### src/ptka_pkg.sv
`timescale 1ns / 1ps
// Shared types, constants and helpers for the peer table with keepalive aging.
// No dependencies; imported by the cell, sequencer and top-level modules.
package ptka_pkg;

    localparam int TABLE_DEPTH = 16;
    localparam int IDX_W       = (TABLE_DEPTH > 1) ? $clog2(TABLE_DEPTH) : 1;

    localparam int ID_W     = 48;
    localparam int FLAG_W   = 8;
    localparam int TIME_W   = 48;
    localparam int KA_W     = 16;
    localparam int MASK_W   = 8;
    localparam int CNT_W    = 5;
    localparam int STATUS_W = 3;
    localparam int MS_W     = 10;
    localparam int SPAN_W   = KA_W + MS_W;

    localparam logic [MS_W-1:0]  MS_TO_US     = MS_W'(1000);
    localparam logic [KA_W-1:0]  KEEPALIVE_RST = KA_W'(20000);
    localparam logic [MASK_W-1:0] BUTTON_RST  = MASK_W'(1);
    localparam logic [MASK_W-1:0] RINGER_RST  = MASK_W'(2);
    localparam logic [CNT_W-1:0] CNT_MAX      = '1;

    localparam logic KIND_HEARTBEAT = 1'b0;
    localparam logic KIND_SWEEP     = 1'b1;

    localparam logic [STATUS_W-1:0] ST_UPDATED   = 3'd0;
    localparam logic [STATUS_W-1:0] ST_INSERTED  = 3'd1;
    localparam logic [STATUS_W-1:0] ST_FULL      = 3'd2;
    localparam logic [STATUS_W-1:0] ST_UNCHANGED = 3'd3;
    localparam logic [STATUS_W-1:0] ST_CHANGED   = 3'd4;

    localparam int PADDR_W = 4;
    localparam logic [1:0] REG_KEEPALIVE = 2'd0;
    localparam logic [1:0] REG_BUTTON    = 2'd1;
    localparam logic [1:0] REG_RINGER    = 2'd2;

    // Item fields broadcast to every cell while it is in flight.
    typedef struct packed {
        logic              kind;
        logic [ID_W-1:0]   id;
        logic [FLAG_W-1:0] flags;
        logic [TIME_W-1:0] now;
        logic [TIME_W-1:0] oldest;
        logic [MASK_W-1:0] button_mask;
        logic [MASK_W-1:0] ringer_mask;
    } ptka_item_t;

    // Token handed from cell to cell.
    typedef struct packed {
        logic             vld;
        logic             hit;
        logic [IDX_W-1:0] hit_idx;
        logic             free;
        logic [IDX_W-1:0] free_idx;
        logic [CNT_W-1:0] live;
        logic [CNT_W-1:0] btn;
        logic [CNT_W-1:0] rng;
    } ptka_tok_t;

    // Entry write command after a heartbeat scan.
    typedef struct packed {
        logic             en;
        logic             load_id;
        logic [IDX_W-1:0] idx;
    } ptka_wr_t;

    function automatic logic [CNT_W-1:0] sat_inc(input logic [CNT_W-1:0] v);
        return (v == CNT_MAX) ? v : v + CNT_W'(1);
    endfunction

endpackage

### src/ptka_cell.sv
`timescale 1ns / 1ps
// One table entry plus its stage of the scan token chain.
// Depends on ptka_pkg.
module ptka_cell (
    input  logic                       clk,
    input  logic                       rst_n,
    input  logic [ptka_pkg::IDX_W-1:0] cell_idx,
    input  ptka_pkg::ptka_item_t       item,
    input  ptka_pkg::ptka_wr_t         wr,
    input  ptka_pkg::ptka_tok_t        tok_in,
    output ptka_pkg::ptka_tok_t        tok_out
);
    import ptka_pkg::*;

    logic              active_reg;
    logic              active_next;
    logic [ID_W-1:0]   id_reg;
    logic [FLAG_W-1:0] flags_reg;
    logic [TIME_W-1:0] seen_reg;
    ptka_tok_t         tok_reg;
    ptka_tok_t         tok_next;
    logic              wr_hit;

    assign wr_hit  = wr.en && (wr.idx == cell_idx);
    assign tok_out = tok_reg;

    always_comb
    begin
        tok_next    = tok_in;
        active_next = active_reg;
        if (tok_in.vld)
        begin
            if (item.kind == KIND_HEARTBEAT)
            begin
                if (!tok_in.hit)
                begin
                    if (id_reg == item.id)
                    begin
                        tok_next.hit     = 1'b1;
                        tok_next.hit_idx = cell_idx;
                    end
                    else if (!active_reg)
                    begin
                        tok_next.free     = 1'b1;
                        tok_next.free_idx = cell_idx;
                    end
                end
            end
            else if (active_reg)
            begin
                if (seen_reg < item.oldest)
                begin
                    active_next = 1'b0;
                end
                else
                begin
                    tok_next.live = sat_inc(tok_in.live);
                    if ((flags_reg & item.button_mask) != '0)
                    begin
                        tok_next.btn = sat_inc(tok_in.btn);
                    end
                    if ((flags_reg & item.ringer_mask) != '0)
                    begin
                        tok_next.rng = sat_inc(tok_in.rng);
                    end
                end
            end
        end
        if (wr_hit)
        begin
            active_next = 1'b1;
        end
    end

    always_ff @(posedge clk or negedge rst_n)
    begin
        if (!rst_n)
        begin
            active_reg <= 1'b0;
            id_reg     <= '0;
            flags_reg  <= '0;
            seen_reg   <= '0;
            tok_reg    <= '0;
        end
        else
        begin
            active_reg <= active_next;
            tok_reg    <= tok_next;
            if (wr_hit)
            begin
                flags_reg <= item.flags;
                seen_reg  <= item.now;
                if (wr.load_id)
                begin
                    id_reg <= item.id;
                end
            end
        end
    end

endmodule

### src/ptka_ctrl.sv
`timescale 1ns / 1ps
// Sequencer: takes one transaction, launches the scan token, commits the
// result and drives the output register. Depends on ptka_pkg.
module ptka_ctrl (
    input  logic                          clk,
    input  logic                          rst_n,
    input  logic                          in_valid,
    output logic                          in_ready,
    input  logic                          in_kind,
    input  logic [ptka_pkg::ID_W-1:0]     in_id,
    input  logic [ptka_pkg::FLAG_W-1:0]   in_flags,
    input  logic [ptka_pkg::TIME_W-1:0]   in_now,
    input  logic [ptka_pkg::KA_W-1:0]     keepalive_ms,
    input  logic [ptka_pkg::MASK_W-1:0]   button_mask,
    input  logic [ptka_pkg::MASK_W-1:0]   ringer_mask,
    output ptka_pkg::ptka_item_t          item,
    output ptka_pkg::ptka_tok_t           tok_launch,
    input  ptka_pkg::ptka_tok_t           tok_end,
    output ptka_pkg::ptka_wr_t            wr,
    output logic                          out_valid,
    input  logic                          out_ready,
    output logic [ptka_pkg::STATUS_W-1:0] out_status,
    output logic [ptka_pkg::CNT_W-1:0]    out_live,
    output logic [ptka_pkg::CNT_W-1:0]    out_button,
    output logic [ptka_pkg::CNT_W-1:0]    out_ringer,
    output logic [ptka_pkg::CNT_W-1:0]    out_peak
);
    import ptka_pkg::*;

    typedef enum logic [1:0] {
        S_IDLE,
        S_PREP,
        S_SCAN,
        S_WRITE
    } state_t;

    state_t              state_reg;
    ptka_item_t          item_reg;
    ptka_tok_t           tok_reg;
    ptka_wr_t            wr_reg;
    logic [SPAN_W-1:0]   span_reg;
    logic [STATUS_W-1:0] status_reg;
    logic [CNT_W-1:0]    live_reg;
    logic [CNT_W-1:0]    btn_reg;
    logic [CNT_W-1:0]    rng_reg;
    logic [CNT_W-1:0]    peak_reg;
    logic                out_valid_reg;
    logic [STATUS_W-1:0] out_status_reg;
    logic [CNT_W-1:0]    out_live_reg;
    logic [CNT_W-1:0]    out_button_reg;
    logic [CNT_W-1:0]    out_ringer_reg;
    logic [CNT_W-1:0]    out_peak_reg;
    logic [TIME_W-1:0]   span_ext;
    logic                changed;
    ptka_tok_t           tok_first;

    assign in_ready   = (state_reg == S_IDLE);
    assign item       = item_reg;
    assign tok_launch = tok_reg;
    assign wr         = wr_reg;
    assign out_valid  = out_valid_reg;
    assign out_status = out_status_reg;
    assign out_live   = out_live_reg;
    assign out_button = out_button_reg;
    assign out_ringer = out_ringer_reg;
    assign out_peak   = out_peak_reg;

    assign span_ext = TIME_W'(span_reg);
    assign changed  = (tok_end.live != live_reg) || (tok_end.btn != btn_reg) ||
                      (tok_end.rng != rng_reg) || (peak_reg < tok_end.live);

    always_comb
    begin
        tok_first     = '0;
        tok_first.vld = 1'b1;
    end

    always_ff @(posedge clk or negedge rst_n)
    begin
        if (!rst_n)
        begin
            state_reg      <= S_IDLE;
            item_reg       <= '0;
            tok_reg        <= '0;
            wr_reg         <= '0;
            span_reg       <= SPAN_W'(KEEPALIVE_RST) * SPAN_W'(MS_TO_US);
            status_reg     <= ST_UPDATED;
            live_reg       <= '0;
            btn_reg        <= '0;
            rng_reg        <= '0;
            peak_reg       <= '0;
            out_valid_reg  <= 1'b0;
            out_status_reg <= ST_UPDATED;
            out_live_reg   <= '0;
            out_button_reg <= '0;
            out_ringer_reg <= '0;
            out_peak_reg   <= '0;
        end
        else
        begin
            span_reg             <= SPAN_W'(keepalive_ms) * SPAN_W'(MS_TO_US);
            item_reg.button_mask <= button_mask;
            item_reg.ringer_mask <= ringer_mask;
            tok_reg              <= (state_reg == S_PREP) ? tok_first : '0;
            wr_reg.en            <= (state_reg == S_SCAN) && tok_end.vld &&
                                    (item_reg.kind == KIND_HEARTBEAT) &&
                                    (tok_end.hit || tok_end.free);
            if (out_valid_reg && out_ready && (state_reg != S_WRITE))
            begin
                out_valid_reg <= 1'b0;
            end
            case (state_reg)
                S_IDLE:
                begin
                    if (in_valid)
                    begin
                        item_reg.kind  <= in_kind;
                        item_reg.id    <= in_id;
                        item_reg.flags <= in_flags;
                        item_reg.now   <= in_now;
                        state_reg      <= S_PREP;
                    end
                end
                S_PREP:
                begin
                    item_reg.oldest <= (item_reg.now > span_ext) ?
                                       item_reg.now - span_ext : '0;
                    state_reg       <= S_SCAN;
                end
                S_SCAN:
                begin
                    if (tok_end.vld)
                    begin
                        if (item_reg.kind == KIND_SWEEP)
                        begin
                            status_reg <= changed ? ST_CHANGED : ST_UNCHANGED;
                            live_reg   <= tok_end.live;
                            btn_reg    <= tok_end.btn;
                            rng_reg    <= tok_end.rng;
                            if (peak_reg < tok_end.live)
                            begin
                                peak_reg <= tok_end.live;
                            end
                        end
                        else if (tok_end.hit)
                        begin
                            status_reg     <= ST_UPDATED;
                            wr_reg.load_id <= 1'b0;
                            wr_reg.idx     <= tok_end.hit_idx;
                        end
                        else if (tok_end.free)
                        begin
                            status_reg     <= ST_INSERTED;
                            wr_reg.load_id <= 1'b1;
                            wr_reg.idx     <= tok_end.free_idx;
                        end
                        else
                        begin
                            status_reg <= ST_FULL;
                        end
                        state_reg <= S_WRITE;
                    end
                end
                S_WRITE:
                begin
                    if (!out_valid_reg || out_ready)
                    begin
                        out_valid_reg  <= 1'b1;
                        out_status_reg <= status_reg;
                        out_live_reg   <= live_reg;
                        out_button_reg <= btn_reg;
                        out_ringer_reg <= rng_reg;
                        out_peak_reg   <= peak_reg;
                        state_reg      <= S_IDLE;
                    end
                end
                default:
                begin
                    state_reg <= S_IDLE;
                end
            endcase
        end
    end

endmodule

### src/peer_table_keepalive_aging.sv
`timescale 1ns / 1ps
// Top level of the peer table with keepalive aging: register port, stream
// channels, sequencer and cell chain. Depends on ptka_pkg, ptka_ctrl, ptka_cell.
//
// Usage:
//   Input stream (s_*): one transaction per heartbeat (s_tuser = 0) or sweep
//   (s_tuser = 1). tdata carries node id, flags and time.
//   Output stream (m_*): one transaction per input, with status and counts.
//   Registers (APB): keepalive_ms at 0x0, button_mask at 0x4, ringer_mask at
//   0x8; write only while no transaction is in flight.
//   Flow: the sequencer launches the scan token, which walks the chain of 16
//   entry cells, one cell per cycle, then registers the result; no new
//   transaction is taken until the result is in the output register.
//   Reset: table cleared (all ids zero, all inactive), counts zero,
//   registers to 20000 / 1 / 2; s_tready is high from reset on.
//   Stall: the result sits in the output register until m_tready; the
//   sequencer holds the next result until the register frees up and takes
//   no new input until then.
module peer_table_keepalive_aging (
    input  logic                         clk,
    input  logic                         rst_n,
    // APB
    input  logic                         psel,
    input  logic                         penable,
    input  logic                         pwrite,
    input  logic [ptka_pkg::PADDR_W-1:0] paddr,
    input  logic [31:0]                  pwdata,
    output logic [31:0]                  prdata,
    output logic                         pready,
    // input stream
    input  logic                         s_tvalid,
    output logic                         s_tready,
    input  logic [103:0]                 s_tdata,  // node_id, cap_flags, time_now
    input  logic                         s_tuser,  // kind
    // output stream
    output logic                         m_tvalid,
    input  logic                         m_tready,
    output logic [23:0]                  m_tdata   // status, live, button, ringer, peak
);
    import ptka_pkg::*;

    logic [KA_W-1:0]     keepalive_reg;
    logic [MASK_W-1:0]   button_reg;
    logic [MASK_W-1:0]   ringer_reg;
    logic                cfg_wr;
    logic [1:0]          reg_idx;
    ptka_item_t          item;
    ptka_wr_t            wr;
    ptka_tok_t           tok [TABLE_DEPTH+1];
    logic [STATUS_W-1:0] status;
    logic [CNT_W-1:0]    live;
    logic [CNT_W-1:0]    button;
    logic [CNT_W-1:0]    ringer;
    logic [CNT_W-1:0]    peak;

    assign pready  = 1'b1;
    assign reg_idx = paddr[3:2];
    assign cfg_wr  = psel && penable && pwrite && pready;

    always_ff @(posedge clk or negedge rst_n)
    begin
        if (!rst_n)
        begin
            keepalive_reg <= KEEPALIVE_RST;
            button_reg    <= BUTTON_RST;
            ringer_reg    <= RINGER_RST;
        end
        else if (cfg_wr)
        begin
            case (reg_idx)
                REG_KEEPALIVE: keepalive_reg <= pwdata[KA_W-1:0];
                REG_BUTTON:    button_reg    <= pwdata[MASK_W-1:0];
                REG_RINGER:    ringer_reg    <= pwdata[MASK_W-1:0];
                default:       ;
            endcase
        end
    end

    always_comb
    begin
        case (reg_idx)
            REG_KEEPALIVE: prdata = 32'(keepalive_reg);
            REG_BUTTON:    prdata = 32'(button_reg);
            REG_RINGER:    prdata = 32'(ringer_reg);
            default:       prdata = '0;
        endcase
    end

    ptka_ctrl u_ctrl (
        .clk          (clk),
        .rst_n        (rst_n),
        .in_valid     (s_tvalid),
        .in_ready     (s_tready),
        .in_kind      (s_tuser),
        .in_id        (s_tdata[47:0]),
        .in_flags     (s_tdata[55:48]),
        .in_now       (s_tdata[103:56]),
        .keepalive_ms (keepalive_reg),
        .button_mask  (button_reg),
        .ringer_mask  (ringer_reg),
        .item         (item),
        .tok_launch   (tok[0]),
        .tok_end      (tok[TABLE_DEPTH]),
        .wr           (wr),
        .out_valid    (m_tvalid),
        .out_ready    (m_tready),
        .out_status   (status),
        .out_live     (live),
        .out_button   (button),
        .out_ringer   (ringer),
        .out_peak     (peak)
    );

    for (genvar g = 0; g < TABLE_DEPTH; g++)
    begin : g_cell
        ptka_cell u_cell (
            .clk      (clk),
            .rst_n    (rst_n),
            .cell_idx (IDX_W'(g)),
            .item     (item),
            .wr       (wr),
            .tok_in   (tok[g]),
            .tok_out  (tok[g+1])
        );
    end

    assign m_tdata = {1'b0, peak, ringer, button, live, status};

endmodule

### config.mk
export PLATFORM = sky130hd
export DESIGN_NAME = peer_table_keepalive_aging
export DESIGN_NICKNAME = d
export VERILOG_FILES = /design/src/ptka_pkg.sv /design/src/ptka_cell.sv /design/src/ptka_ctrl.sv /design/src/peer_table_keepalive_aging.sv
export SDC_FILE = /design/constraint.sdc
export NUM_CORES = 2
export LEC_CHECK = 0
export BUFFER_PORTS_ARGS = -buffer_cell sky130_fd_sc_hd__buf_2
export CAP_MARGIN = 20
export CELL_PAD_IN_SITES_DETAIL_PLACEMENT = 0
export CELL_PAD_IN_SITES_GLOBAL_PLACEMENT = 1
export CORE_ASPECT_RATIO = 1.5
export CORE_UTILIZATION = 29
export CTS_CLUSTER_SIZE = 8
export DETAILED_ROUTE_END_ITERATION = 10
export PLACE_DENSITY_LB_ADDON = 0.15
export REMOVE_ABC_BUFFERS = 1
export SETUP_SLACK_MARGIN = 0.3
export SYNTH_ARGS = -nofsm -noshare
export SYNTH_HDL_FRONTEND = slang
export SYNTH_HIERARCHICAL = 1
export SYNTH_SLANG_ARGS = --single-unit
### constraint.sdc
create_clock -name clk -period 6.9 [get_ports clk]
set_clock_uncertainty 0.05 [all_clocks]
set_input_delay 1.035 -clock clk [delete_from_list [all_inputs] [get_ports clk]]
set_output_delay 1.035 -clock clk [all_outputs]
set_load 0.02 [all_outputs]
==> impl_metrics.csv <==
group,metric,value,unit
outcome,status,"complete, no violations",
cts,cts_max_path_buffers,4,
synthesis,yosys_most_used_dff,"dfrtp_1",
worst_setup_path,cpMostUsedCell,"buf_4",
route,drt_iter0_markers,3744,
synthesis,synth.lib_cells_used.distinct,79,
synthesis,postSynthAreaPerCell,12.2,um2
worst_setup_path,critPathSlowestCell,"a41oi_2",
route,drtPass1Iterations,6,
floorplanning,io-pin-count,207,
synthesis,post_synth_inst_count,10200,
power_and_ir_drop,irDropWorstVdd,0.349,mV
floorplanning,die_area,432000,um2
timing,timing.final.setup_violations,0,
global_routing,number_of_antenna_violations_at_the_first_check_in_global_routing,19,
global_routing,grtUsageTotal,18.6,%
timing,finalCritPeriodShare,74.3,%
finish,synthToLayoutAreaGrowth,15.5,%
cts,cts_buffers,336,
route,routedWlPerCell,24.1,um
timing,max_slew.worst_pin.slew,1.16,ns
floorplanning,std_cell_rows,294,
finish,postLayoutCellArea,144000,um2
timing,maxClockFrequency,0.195,GHz
cts,clock_tree.htree_level_count,5,
route,drt.antenna.violating_nets,0,
global_routing,grt_start_max_net_pins,159,
timing,final_period_minus_worst_setup_slack,5.13,ns
worst_setup_path,worst_ep_arrival_time,5.91,ns
finish,final_core_util,33.7,%
worst_setup_path,timing.critical_path.required,7.68,ns
floorplanning,dieWidth,537,um
timing,drv_slew,0,
cts,cts-root-buf,"clkbuf_16",
synthesis,synth_sequential_area_ratio,47.7,%
route,postRouteWirelength,401000,um
worst_setup_path,worstSetupEndpointType,"flip-flop",
min_path,hold_path_class,"in2reg",
power_and_ir_drop,p_total,0.0596,W
placement,detailedPlace.worstSlack,1.76,ns
worst_setup_path,cpPeakStageDelay,0.93,ns
placement,placed_cell_area,135000,um2
global_routing,first_global_vias,88100,
timing,setup_repair_after_global_routing_missed_its_margin,"false",
route,drt-vias-per-instance,4.87,
global_routing,grt-ovfl-total,0,
synthesis,synth_edf_count,0,
cts,worst_setup_hold_path_clk_slew,0.06,ns
power_and_ir_drop,power.leakage,71.8,nW
floorplanning,die_y,805,um
finish,final_cells,16700,
cts,cts_tree,"yes",
placement,count_of_port_buffers_added_during_placement,170,
timing,worst_slew_margin_rel,22.6,%
floorplanning,placeableCoreArea,427000,um2
global_routing,grt_first_pass_wirelength,592000,um
placement,place_inst,16300,
synthesis,async_flop_share,100,%
floorplanning,effective_utilization_at_floorplan,29.2,%
finish,nNetsFinal,12100,
worst_setup_path,timing.setup.critical_path_class,"reg2reg",
route,route.vias.total,81100,
cts,post_cts.repair.setup_buffers,0,
finish,n_fill_cell,42400,
finish,post_route_cells_drive_above_1_share,28.3,%
worst_setup_path,launching_element_type_of_the_critical_path,"flip-flop",
placement,dp_hpwl,279000,um
worst_setup_path,worstPathMaxFanout,10,
worst_setup_path,worst-path-buf-inv,3,
synthesis,ys.warnings.count,6,
synthesis,syn-cell-area,125000,um2
power_and_ir_drop,power.density_cell_area,414,nW/um2
cts,clock_sink_count,2376,
flow_run,timing.max_cap.violations,0,
synthesis,ff_latch_count_synth,2376,
cts,post_cts_resize_count,0,
placement,finalWeightedCongestion,0.828,
worst_setup_path,crit_path_cell_trace,"buf_4 -> inv_1 -> ha_1 -> nand4_1 -> nor4_1 -> buf_4 -> nand3_1 -> a41oi_2 -> a2111oi_4 -> nor4b_1 -> mux2_2",
route,drc_errors,0,
worst_setup_path,critical_path.top_delay_family,"simple AND/OR/NAND/NOR gates",
timing,post-route-worst-setup-slack,1.77,ns
timing,timing_hold_violations_final,0,
cts,clk_latency,0.95,ns
[path summary, 6_finish.rpt]
check	from	to	slack [ns]	depth (start not counted)
max	u_ctrl/item[55]$_DFFE_PN0P_	g_cell[15].u_cell/tok_out[8]$_DFF_PN0_	1.77	11
min in group asynchronous	rst_n	u_ctrl/item[67]$_DFFE_PN0P_	0.64	2
max in group asynchronous	rst_n	g_cell[5].u_cell/id_reg[24]$_DFFE_PN0P_	4.22	4
min reg2reg	g_cell[0].u_cell/tok_out[19]$_DFF_PN0_	g_cell[1].u_cell/tok_out[19]$_DFF_PN0_	0.37	1
max reg2reg	u_ctrl/item[55]$_DFFE_PN0P_	g_cell[15].u_cell/tok_out[8]$_DFF_PN0_	1.77	11
min	s_tdata[7]	u_ctrl/item[127]$_DFFE_PN0P_	0.27	2
[stage by stage]
step	hold slack, ns	TNS (ns)
after detailed placement	0.368	0
final	0.270	0
after global placement	0.367	0
after floorplan	0.320	-2942.14
after global routing	0.211	0
after CTS	0.156	0
[what timing repair did]
| item | CTS | global route |
|---|---|---|
| endpoints found under the setup margin | 0 | 0 |
| hold buffers | 1 | 0 |
| hold endpoints to repair | 15 | 0 |
[cells by family (layout without fill, tap and decap cells)]
kind of cell	after synthesis	count (layout)	share of synthesized area (%)
other cells	3	241	0.00903
buf+inv	1184	1763	3.74
compound gates	1014	1014	5.63
xor+xnor	948	948	6.66
simple gates	1638	1638	7.19
mux	2126	2126	19.3
flops	2376	2376	47.7
fa+ha+maj	939	939	9.76
[synthesized netlist by cell type (all sizes together) (19+ instances only)]
library cell	number	area, um2
nor3	51	272
inv	907	3400
nor2	162	608
a22oi	132	1000
nand2	422	1590
nand3	200	1010
fa	55	1100
or4	35	267
a31o	48	420
and4	36	315
buf	61	442
and3	19	119
a21o	51	390
nor4b	33	304
and4b	32	320
dfrtp	2361	59100
o21ai	178	891
xnor2	67	587
a21oi	363	1880
o2bb2ai	38	445
clkbuf	215	807
o21a	25	188
ha	884	11100
nor3b	34	278
a211oi	45	343
nand2b	71	444
mux2	2114	23900
a2111oi	33	589
nand4	251	1580
nor4	245	1530
xor2	881	7720
[final cells by class]
type	instances	area (um2)	area share [%]
antenna	6	15.0	0.0104
clock buffer	366	8680	6.03
clock inverter	21	305	0.212
inverter	908	3410	2.37
multi-input combinational	6900	61600	42.8
sequential	2376	59500	41.3
tap	5624	7040	4.89
timing repair buffer	468	3440	2.39
[where the power goes]
group | total, W | switching (W) | internal [W]
Clock | 0.0151 | 0.00630 | 0.00882
Sequential | 0.0198 | 0.00307 | 0.0168
Combinational | 0.0247 | 0.0150 | 0.00968
Total | 0.0596 | 0.0244 | 0.0353
[placed cells by master (no fill, tap or decap), types with 18 or more instances in the layout]
master	n
a21o_1	50
nor2_1	162
nand3_1	199
xnor2_1	67
dfrtp_1	2360
nand2_1	403
conb_1	235
mux2_2	2082
clkbuf_16	343
or4_1	34
a31o_2	48
o2bb2ai_2	18
buf_12	18
mux2_4	32
and3_1	19
a211oi_1	44
a21oi_1	346
inv_1	907
o2bb2ai_1	20
buf_4	270
nor3b_1	31
xor2_1	881
fa_1	55
a22oi_1	130
nor4_2	24
nand2b_1	71
and4b_1	32
o21ai_0	175
nand4_1	250
clkbuf_1	22
and4_1	36
nor4_1	221
buf_2	170
o21a_1	25
nor4b_1	32
ha_1	884
nor3_1	47
[routing by layer]
layer / vias to the layer above / track usage [%] / share of wire (%)
li1: 37500 / - / -
met1: 41800 / 19.9 / 38
met2: 1177 / 36.0 / 55
met3: 604 / 2.03 / 2.6
met4: 6 / 8.47 / 5.1
met5: - / 0 / 0.012
No activity file was read; power rests on OpenSTA's default activity.
